===== src/design/bdll_pkg.sv =====
// Package for the bounded doubly linked list engine.
// Holds the request/result payload types, operation/status codes and FSM states.
`timescale 1ns / 1ps
`default_nettype none
package bdll_pkg;

	typedef enum logic [2:0] {
		OP_APPEND   = 3'd0,
		OP_POP_HEAD = 3'd1,
		OP_POP_TAIL = 3'd2,
		OP_REMOVE   = 3'd3,
		OP_LIST     = 3'd4
	} op_t;

	typedef enum logic [1:0] {
		ST_OK        = 2'd0,
		ST_EMPTY     = 2'd1,
		ST_NOT_FOUND = 2'd2,
		ST_FULL      = 2'd3
	} status_t;

	typedef struct packed {
		logic [2:0]         operation;
		logic signed [31:0] data_value;
	} req_t;

	typedef struct packed {
		logic [1:0]         status;
		logic signed [31:0] item_value;
		logic               item_valid;
		logic               last_of_run;
	} rsp_t;

	typedef enum logic [3:0] {
		S_IDLE,
		S_RD,
		S_CHK,
		S_UNLINK,
		S_OUT,
		S_WAIT
	} state_t;

endpackage
`default_nettype wire


===== src/design/bdll_ram.sv =====
// Generic single-port-write, single-port-read RAM with registered read.
// No dependencies.
`timescale 1ns / 1ps
`default_nettype none
module bdll_ram #(
	parameter int WIDTH = 32,
	parameter int DEPTH = 32
) (
	input  wire logic                     clk,
	input  wire logic                     we,
	input  wire logic [$clog2(DEPTH)-1:0] waddr,
	input  wire logic [WIDTH-1:0]         wdata,
	input  wire logic [$clog2(DEPTH)-1:0] raddr,
	output logic      [WIDTH-1:0]         rdata
);
	logic [WIDTH-1:0] mem [DEPTH];

	always_ff @(posedge clk) begin
		if (we) mem[waddr] <= wdata;
		rdata <= mem[raddr];
	end
endmodule
`default_nettype wire


===== src/design/bounded_doubly_linked_list.sv =====
// Top level of the bounded doubly linked list engine.
// Depends on bdll_pkg and bdll_ram (value, forward link, backward link memories).
//
// channel | dir | handshake        | payload
// req     | in  | req_valid/ready  | bdll_pkg::req_t (operation, data_value)
// rsp     | out | rsp_valid/ready  | bdll_pkg::rsp_t (status, item_value, item_valid, last_of_run)
//
// Append, full, empty and unused codes: the result is registered when the request is accepted.
// Head/tail removal passes through accept, memory read and check/unlink.
// Matching removal and listing walk the forward links, one memory read per entry.
// Reset clears head, tail, count and occupancy; memories need no clearing.
// A held result stalls the walk; a new request is taken once the previous one is done.
`timescale 1ns / 1ps
`default_nettype none
module bounded_doubly_linked_list #(
	parameter int CAPACITY   = 32,
	parameter int DATA_WIDTH = 32
) (
	input  wire logic             clk,
	input  wire logic             arst_n,
	input  wire logic             req_valid,
	output logic                  req_ready,
	input  wire bdll_pkg::req_t   req,
	output logic                  rsp_valid,
	input  wire logic             rsp_ready,
	output bdll_pkg::rsp_t        rsp
);
	localparam int AW = (CAPACITY > 1) ? $clog2(CAPACITY) : 1;
	localparam int CW = $clog2(CAPACITY + 1);

	bdll_pkg::state_t state_q, state_d;

	logic [CAPACITY-1:0] used_q;
	logic [AW-1:0]       head_q, tail_q, cur_q, free_slot;
	logic [CW-1:0]       count_q, idx_q;
	logic [2:0]          op_q;
	logic [DATA_WIDTH-1:0] key_q;
	logic                found_free;

	logic                  v_we, f_we, b_we;
	logic [AW-1:0]         v_wa, f_wa, b_wa, rd_a;
	logic [DATA_WIDTH-1:0] v_wd, v_rd;
	logic [AW-1:0]         f_wd, b_wd, f_rd, b_rd;

	bdll_ram #(.WIDTH(DATA_WIDTH), .DEPTH(CAPACITY)) u_val (
		.clk, .we(v_we), .waddr(v_wa), .wdata(v_wd), .raddr(rd_a), .rdata(v_rd));
	bdll_ram #(.WIDTH(AW), .DEPTH(CAPACITY)) u_fwd (
		.clk, .we(f_we), .waddr(f_wa), .wdata(f_wd), .raddr(rd_a), .rdata(f_rd));
	bdll_ram #(.WIDTH(AW), .DEPTH(CAPACITY)) u_bwd (
		.clk, .we(b_we), .waddr(b_wa), .wdata(b_wd), .raddr(rd_a), .rdata(b_rd));

	always_comb begin
		free_slot  = '0;
		found_free = 1'b0;
		for (int i = CAPACITY - 1; i >= 0; i--) begin
			if (!used_q[i]) begin
				free_slot  = AW'(i);
				found_free = 1'b1;
			end
		end
	end

	logic signed [31:0] ext_val;
	assign ext_val = 32'(signed'(v_rd));

	logic is_walk, is_last, match;
	assign is_walk = (op_q == bdll_pkg::OP_REMOVE) || (op_q == bdll_pkg::OP_LIST);
	assign is_last = (idx_q + CW'(1) == count_q);
	assign match   = (v_rd == key_q);

	logic rsp_free;
	assign rsp_free  = !rsp_valid || rsp_ready;
	assign req_ready = (state_q == bdll_pkg::S_IDLE) && rsp_free;
	assign rd_a      = cur_q;

	always_comb begin
		state_d = state_q;
		unique case (state_q)
			bdll_pkg::S_IDLE: if (req_valid && req_ready) begin
				if (req.operation == bdll_pkg::OP_APPEND ||
				    req.operation > bdll_pkg::OP_LIST || count_q == '0)
					state_d = bdll_pkg::S_IDLE;
				else state_d = bdll_pkg::S_RD;
			end
			bdll_pkg::S_RD:     state_d = bdll_pkg::S_CHK;
			bdll_pkg::S_CHK: begin
				if (!rsp_free) state_d = bdll_pkg::S_CHK;
				else if (op_q == bdll_pkg::OP_LIST)
					state_d = is_last ? bdll_pkg::S_IDLE : bdll_pkg::S_RD;
				else if (op_q == bdll_pkg::OP_REMOVE && !match)
					state_d = is_last ? bdll_pkg::S_IDLE : bdll_pkg::S_RD;
				else state_d = bdll_pkg::S_IDLE;
			end
			bdll_pkg::S_UNLINK: state_d = bdll_pkg::S_IDLE;
			bdll_pkg::S_OUT:    state_d = bdll_pkg::S_IDLE;
			bdll_pkg::S_WAIT:   state_d = bdll_pkg::S_IDLE;
			default:            state_d = bdll_pkg::S_IDLE;
		endcase
	end

	// memory writes: append in IDLE, unlink of a middle entry in CHK
	logic do_unlink;
	assign do_unlink = (state_q == bdll_pkg::S_CHK) && rsp_free &&
		((op_q == bdll_pkg::OP_POP_HEAD) || (op_q == bdll_pkg::OP_POP_TAIL) ||
		 (op_q == bdll_pkg::OP_REMOVE && match));
	logic mid;
	assign mid = (count_q != CW'(1)) && (cur_q != head_q) && (cur_q != tail_q);

	logic do_app;
	assign do_app = (state_q == bdll_pkg::S_IDLE) && req_valid && req_ready &&
		req.operation == bdll_pkg::OP_APPEND && count_q != CW'(CAPACITY) && found_free;

	always_comb begin
		v_we = do_app;
		v_wa = free_slot;
		v_wd = DATA_WIDTH'(req.data_value);
		f_we = 1'b0; f_wa = tail_q; f_wd = free_slot;
		b_we = 1'b0; b_wa = free_slot; b_wd = tail_q;
		if (do_app) begin
			b_we = 1'b1;
			f_we = (count_q != '0);
		end else if (do_unlink && mid) begin
			f_we = 1'b1; f_wa = b_rd; f_wd = f_rd;
			b_we = 1'b1; b_wa = f_rd; b_wd = b_rd;
		end
	end

	always_ff @(posedge clk or negedge arst_n) begin
		if (!arst_n) begin
			state_q   <= bdll_pkg::S_IDLE;
			used_q    <= '0;
			head_q    <= '0;
			tail_q    <= '0;
			count_q   <= '0;
			idx_q     <= '0;
			cur_q     <= '0;
			op_q      <= '0;
			rsp_valid <= 1'b0;
			rsp       <= '0;
		end else begin
			state_q <= state_d;
			if (rsp_valid && rsp_ready) rsp_valid <= 1'b0;
			if (state_q == bdll_pkg::S_IDLE && req_valid && req_ready) begin
				op_q      <= req.operation;
				idx_q     <= '0;
				cur_q     <= (req.operation == bdll_pkg::OP_POP_TAIL) ? tail_q : head_q;
				rsp_valid <= 1'b1;
				rsp.item_value  <= '0;
				rsp.item_valid  <= 1'b0;
				rsp.last_of_run <= 1'b1;
				rsp.status      <= bdll_pkg::ST_OK;
				if (req.operation == bdll_pkg::OP_APPEND) begin
					if (do_app) begin
						used_q[free_slot] <= 1'b1;
						count_q <= count_q + CW'(1);
						tail_q  <= free_slot;
						if (count_q == '0) head_q <= free_slot;
					end else rsp.status <= bdll_pkg::ST_FULL;
				end else if (req.operation <= bdll_pkg::OP_LIST) begin
					if (count_q == '0) rsp.status <= bdll_pkg::ST_EMPTY;
					else rsp_valid <= 1'b0;
				end
			end
			if (state_q == bdll_pkg::S_CHK && rsp_free) begin
				if (op_q == bdll_pkg::OP_LIST) begin
					rsp_valid       <= 1'b1;
					rsp.status      <= bdll_pkg::ST_OK;
					rsp.item_value  <= ext_val;
					rsp.item_valid  <= 1'b1;
					rsp.last_of_run <= is_last;
					idx_q <= idx_q + CW'(1);
					cur_q <= f_rd;
				end else if (do_unlink) begin
					rsp_valid       <= 1'b1;
					rsp.status      <= bdll_pkg::ST_OK;
					rsp.item_value  <= ext_val;
					rsp.item_valid  <= 1'b1;
					rsp.last_of_run <= 1'b1;
					used_q[cur_q]   <= 1'b0;
					count_q         <= count_q - CW'(1);
					if (count_q == CW'(1)) begin
						head_q <= '0;
						tail_q <= '0;
					end else if (cur_q == head_q) head_q <= f_rd;
					else if (cur_q == tail_q) tail_q <= b_rd;
				end else begin
					idx_q <= idx_q + CW'(1);
					cur_q <= f_rd;
					if (is_last) begin
						rsp_valid       <= 1'b1;
						rsp.status      <= bdll_pkg::ST_NOT_FOUND;
						rsp.item_value  <= '0;
						rsp.item_valid  <= 1'b0;
						rsp.last_of_run <= 1'b1;
					end
				end
			end
		end
	end

	logic [DATA_WIDTH-1:0] key_in;
	assign key_in = DATA_WIDTH'(req.data_value);
	always_ff @(posedge clk) begin
		if (req_valid && req_ready) key_q <= key_in;
	end

	// walk states never run while the list is empty
	assert property (@(posedge clk) disable iff (!arst_n)
		(state_q == bdll_pkg::S_CHK) |-> (count_q != '0))
		else $error("walk on empty list");
	assert property (@(posedge clk) disable iff (!arst_n)
		count_q <= CW'(CAPACITY))
		else $error("count overflow");
	assert property (@(posedge clk) disable iff (!arst_n)
		$countones(used_q) == int'(count_q))
		else $error("occupancy and count disagree");
	assert property (@(posedge clk) disable iff (!arst_n)
		(state_q == bdll_pkg::S_CHK && is_walk) |-> (idx_q < count_q))
		else $error("walk past end");
endmodule
`default_nettype wire


===== config.mk =====
export PLATFORM = sky130hd
export DESIGN_NAME = bounded_doubly_linked_list
export DESIGN_NICKNAME = d
export VERILOG_FILES = /design/src/design/bdll_pkg.sv /design/src/design/bdll_ram.sv /design/src/design/bounded_doubly_linked_list.sv
export SDC_FILE = /design/constraint.sdc
export NUM_CORES = 2
export LEC_CHECK = 0
export ABC_AREA = 1
export BUFFER_PORTS_ARGS = -buffer_cell sky130_fd_sc_hd__buf_4
export CAP_MARGIN = 40
export CORE_UTILIZATION = 60
export DETAILED_ROUTE_END_ITERATION = 6
export PLACE_DENSITY = 0.76
export SLEW_MARGIN = 20
export SYNTH_ARGS = -nofsm -noshare
export SYNTH_HDL_FRONTEND = slang
export SYNTH_HIERARCHICAL = 1
export SYNTH_SLANG_ARGS = --single-unit

===== constraint.sdc =====
create_clock -name clk -period 15.55 [get_ports clk]
set_clock_uncertainty 0.15 [all_clocks]
set_input_delay 1.555 -clock clk [delete_from_list [all_inputs] [get_ports clk]]
set_output_delay 1.555 -clock clk [all_outputs]
set_load 0.05 [all_outputs]

Word level (Yosys, flattened, before mapping). Memory sizes are Yosys's and may differ from the RTL's. A register that Yosys moved wholly into a read port is not among the register bits. Cells that the tools add are included.

Register bits: 135. Latch bits: 0. Bits in writable memories: 1344. ROM bits: 0. Input port bits: 39. Output and inout port bits: 38. Memories kept: 3.

Add/sub/neg operators: 3. $mul: 0. Div/mod/pow operators: 0. Magnitude comparators: 6. Eq/ne operators: 17. Shifts and indexed selects: 0. Mux-type cells: 145. Bitwise gates (word level): 3. Reductions and logical operators: 28.

Memories: u_val.mem (words 32, bits a word 32, read ports 1, clocked after memory_dff 1, write ports 1, line bdll_ram.sv:16) `logic [WIDTH-1:0] mem [DEPTH];`; u_bwd.mem (words 32, bits a word 5, read ports 1, clocked after memory_dff 1, write ports 1, line bdll_ram.sv:16); u_fwd.mem (words 32, bits a word 5, read ports 1, clocked after memory_dff 1, write ports 1, line bdll_ram.sv:16).

Operator list (number): 5-bit two-way mux (59); 32-bit two-way mux (6); 36-bit two-way mux (5); 6-bit two-way mux (10); 1-bit two-way mux (58); 32-bit AND (1); 32-bit == test (1); 32-bit inverter (1); 32-bit OR (1); 1-bit logical AND (17); 6-bit by 1-bit adder with 6-bit output, second input constant (2); 5-bit by 6-bit < comparator with 1-bit output, second input constant (2); 4-bit one-hot mux with 3 select lines (1); 1-bit demux with 5-bit select (2); 5-bit == test (2); 5-bit by 1-bit >= comparator with 1-bit output, second input constant (2); 5-bit inequality test (2); 3-bit by 2-bit == test with 1-bit output, second input constant (3); 6-bit by 1-bit == test with 1-bit output, second input constant (1); 6-bit == test (1); 6-bit logical NOT (1); 2-bit two-way mux (3); 6-bit by 1-bit inequality test with 1-bit output, second input constant (1); 6-bit inequality test, second input constant (1); other kinds (14) (19).

Depth between registers and ports, before layout.
Depth after elaboration: 44. Gate-level depth with buffers: 37. Gate-level depth less buffers: 36.

Modules after synthesis. Netlist, hierarchy kept.

Modules (own cells, without submodules): bdll_ram (u_val) (instances 1, cells each 3536, area an instance 42405.7 um2, sequential area each 31390.1 um2); bdll_ram (u_bwd ...) (instances 2, cells each 595, area an instance 6796.5 um2, sequential area each 4904.7 um2); bounded_doubly_linked_list (instances 1, cells each 792, area an instance 6852.8 um2, sequential area each 3488.3 um2).

Worst setup path after synthesis. No wires, ideal clock.

Path kind: input-to-reg. Start: input rsp_ready. End: memory u_val.mem[15][0], enable pin. Setup time: 421 ps. Arrival: 5151 ps. Required time: 14979 ps. Slack: 9828 ps. Stages on the path: 11. Path buffers: 1. Cell sequence: nor2_1 nor2_1 inv_1 nor2_1 nand2_1 nor2_1 nand2_1 nor2_1 clkbuf_1 nand3_1 nor2_1.

Cells in the longest elaborated chain, start to end: 8.

RTL lines: start, declared (line bounded_doubly_linked_list.sv:25) `input wire logic rsp_ready,`; 1-bit logical OR (line bounded_doubly_linked_list.sv:72) `assign rsp_free = !rsp_valid || rsp_ready;`; 1-bit logical AND (line bounded_doubly_linked_list.sv:73) `assign req_ready = (state_q == bdll_pkg::S_IDLE) && rsp_free;`; named net req_ready (line bounded_doubly_linked_list.sv:22) `output logic req_ready,`; 1-bit logical AND (2 in series) (line bounded_doubly_linked_list.sv:110) `assign do_app = (state_q == bdll_pkg::S_IDLE) && req_valid && req_ready &&`; 1-bit logical AND (2 in series) (line bounded_doubly_linked_list.sv:111) `req.operation == bdll_pkg::OP_APPEND && count_q != CW'(CAPACITY) && found_free;`; named net do_app (line bounded_doubly_linked_list.sv:109) `logic do_app;`; 1-bit two-way mux (line bdll_ram.sv:19) `if (we) mem[waddr] <= wdata;`; 1-bit two-way mux (implied by the code) (line bdll_ram.sv:19); end, declared (line bdll_ram.sv:16).

The timed path passes the listed nets, and every way through them passes these cells.

Worst setup path after layout.
Start: input rsp_ready. End: memory u_bwd/mem[29][0] (netlist name), enable pin.

Elaborated cells between the ends (all ways): 15. Those cells by class: 6 x mux; 9 x reduce/logical.

RTL lines: 1-bit logical OR (*) (line bounded_doubly_linked_list.sv:72); 1-bit logical AND (line bounded_doubly_linked_list.sv:73); 1-bit logical AND (2 in series) (line bounded_doubly_linked_list.sv:110); 1-bit logical AND (2 in series) (line bounded_doubly_linked_list.sv:111); 5-bit two-way mux (*) (line bounded_doubly_linked_list.sv:119) `if (do_app) begin`; named net b_wa[0] (line bounded_doubly_linked_list.sv:41) `logic [AW-1:0] v_wa, f_wa, b_wa, rd_a;`; end, declared (line bdll_ram.sv:16).

Mark *: on every way through the listed nets, which the timed path passes. The rest lies on a longest branch.

==> run metrics <==
Hold Crit Class=reg2reg; initial drt markers=6001; Required @ worst endpoint=15.78 ns; routed vias=42700; CTS Buffer Depth=3; latest clock arrival within the worst-skew pair=0.75 ns; antenna violations before repair=7; fin crit period=5.42 ns; critical path type=in2reg; Fin Setup TNS=0 ns; crit share post-route=34.9%; # setup viols final=0; Syn Area/Cell=11.4 um2; synthesized area=62900 um2; worst rel slew slack=29.3%; number of enable flip-flop cells after synthesis=1376; PortBufs=76; Final #Nets=5560; clk sink count=1519; CP Capture Type=register; Core Region=104000 um2; H-tree depth=4; Design Area, Final=68900 um2; Worst Tran Pin Value=1.06 ns; Yosys reg bits=1519; vias in the first global route=40300; fin cells=7011; Register Area=44700 um2; placed instance area=64200 um2; area of the multi-input gates=15800 um2; fill count=7335; Synth Flop Type=edfxtp_1; routability cong.=0.888; first-pass GRT wire length=240 mm; Die Area=106000 um2; area grow syn2layout=9.60%; # IOs=77; fmax=184 MHz; post-cts sizing count=0; leakage=0.0257 uW; P per Cell Area=168 nW/um2; initial core utilization=60.6%; Fin. Hold Viols=0; critical path startpoint category=input pin; syn_nets=5564; most frequent cells in the layout=nand2_1 (2045), edfxtp_1 (1376), nand3_1 (1077); Clock Tree Root=clkbuf_16; CTS Hold Bufs=0; share of cells above drive strength 1=7.52%; CTS tree=built; status=complete, no violations; FP Rows=118; CTS buffer count=148; wire length per cell=22.7 um; Synth Instances=5518; Synth cell types=49; Max FO, Critical Path=35; die span in y=326 um; Yosys warning count=6; commonest non-fill, non-tap cell in the layout=nand2_1; max_cap viols=0; total wire length=159 mm; Post-CTS Setup Bufs=0; Final Slew Violations=0; sequential share of the synthesized area=71.1%; Worst Path Arrival=5.65 ns; placed insts=6743; unrepaired setup endpoints after global routing=false; asr flop ratio synth=6.65%; maximum vdd ir drop=0.133 mV; DIE WIDTH=326 um; pin count of the biggest net entering global routing=196; DR pass1 iterations=6; vias per inst=6.09; gr usage total=29.8%; post-DP HPWL=90.1 mm; CTS clk-pin slew, worst paths=0.06 ns; DRC=0; remaining antenna violation count=0; grt ovf=0
critical path: stages:
cell and delay [ns]:
buf_4 0.11, nor2_1 0.14, nor2_1 0.07, inv_1 0.07, nor2_1 0.06, inv_1 0.10
nor3_1 0.05, nand2_1 0.38, clkinv_1 0.38, nand2_1 0.52, clkinv_1 0.41, o21ai_2 0.21
buf_4 0.37, nand3_1 0.60, nor2_1 0.60
cells in the mapped netlist (7+ instances only):
library cell  number  share of area, %
dfxtp_1           42               1.3
nand4_1           30              0.30
buf_1             23              0.14
nand2_1         2048                12
a21oi_2            9              0.13
edfxtp_1        1376                66
nor3_1            14              0.11
nand3_1         1077               8.6
nor2_1           174               1.0
inv_1            127              0.76
xnor2_1           25              0.35
o21ai_0           45              0.36
clkbuf_1          46              0.27
ha_1               7              0.14
a21oi_1           28              0.22
or2_2              8             0.080
o211ai_1          10              0.12
dfrtp_1          101               4.0
buf_6             84               1.5
buf_2            105              0.84
a32o_1            20              0.32
xor2_1            13              0.18
buf_4             40              0.48
o22ai_1           14              0.14
flip-flops by register name (all words and copies together) (netlist names):
register     flops
u_bwd/mem      160
u_fwd/rdata      5
u_val/rdata     32
state_q          2
u_bwd/rdata      5
rsp_valid        1
head_q           5
idx_q            6
count_q          6
rsp             36
u_fwd/mem      160
tail_q           5
op_q             3
u_val/mem     1024
key_q           32
cur_q            5
used_q          32
metrics by stage:
stage	total power (uW)	utilization, %	hold slack [ns]	setup WS [ns]
final	11500	66.5	0.320	10.13
after global routing	12000	66.5	0.355	9.88
after CTS	11500	66.4	0.334	10.29
after detailed placement	8090	62.0	0.332	9.48
after global placement	8000	61.6	0.322	9.69
after floorplan	7110	-	0.303	9.83
layer usage:
metal	global-route usage [%]	vias up	wire length [um]
li1	-	19100	-
met1	42.2	20600	62000
met2	46.3	2660	73800
met3	5.80	313	18000
met4	11.4	4	5450
met5	0	-	28
cell families (layout without fill, tap and decap cells):
| group | after synthesis | count (layout) | synth area share (%) |
|---|---|---|---|
| AND/OR/NAND/NOR | 3365 | 3365 | 22.5 |
| flip-flops | 1519 | 1519 | 71.1 |
| buffers and inverters | 444 | 554 | 4.21 |
| AO/OA/AOI/OAI | 145 | 145 | 1.52 |
| XOR/XNOR | 38 | 38 | 0.530 |
| adder cells (fa/ha/maj) | 7 | 7 | 0.139 |
| other | 0 | 3 | 0 |
layout make-up:
class / instances / share of cell area, %
inverter: 140 / 0.821
antenna: 3 / 0.0109
clock inverter: 68 / 0.901
timing repair buffer: 150 / 2.11
sequential: 1519 / 64.9
tap: 1380 / 2.51
multi-input combinational: 3555 / 22.9
clock buffer: 196 / 5.82
final timing paths:
kind	from	to	slack [ns]	depth (start not counted)
max in group asynchronous	arst_n	cur_q[0]	13.35	2
worst max-delay path	rsp_ready	u_bwd/mem[29][0]	10.13	15
worst max register to register	key_q[31]	u_bwd/mem[29][0]	10.33	13
worst min register to register	u_val/rdata[7]	rsp[9]	0.32	2
min in group asynchronous	arst_n	idx_q[0]	0.71	1
worst min-delay path	u_val/rdata[7]	rsp[9]	0.32	2
where the power goes:
group | switching, uW | internal [uW] | total [uW] | leakage [uW]
clock network | 1470 | 1960 | 3430 | 0.00225
registers | 198 | 4810 | 5010 | 0.0140
logic | 2320 | 775 | 3100 | 0.00946
No activity file was read; power rests on OpenSTA's default activity.
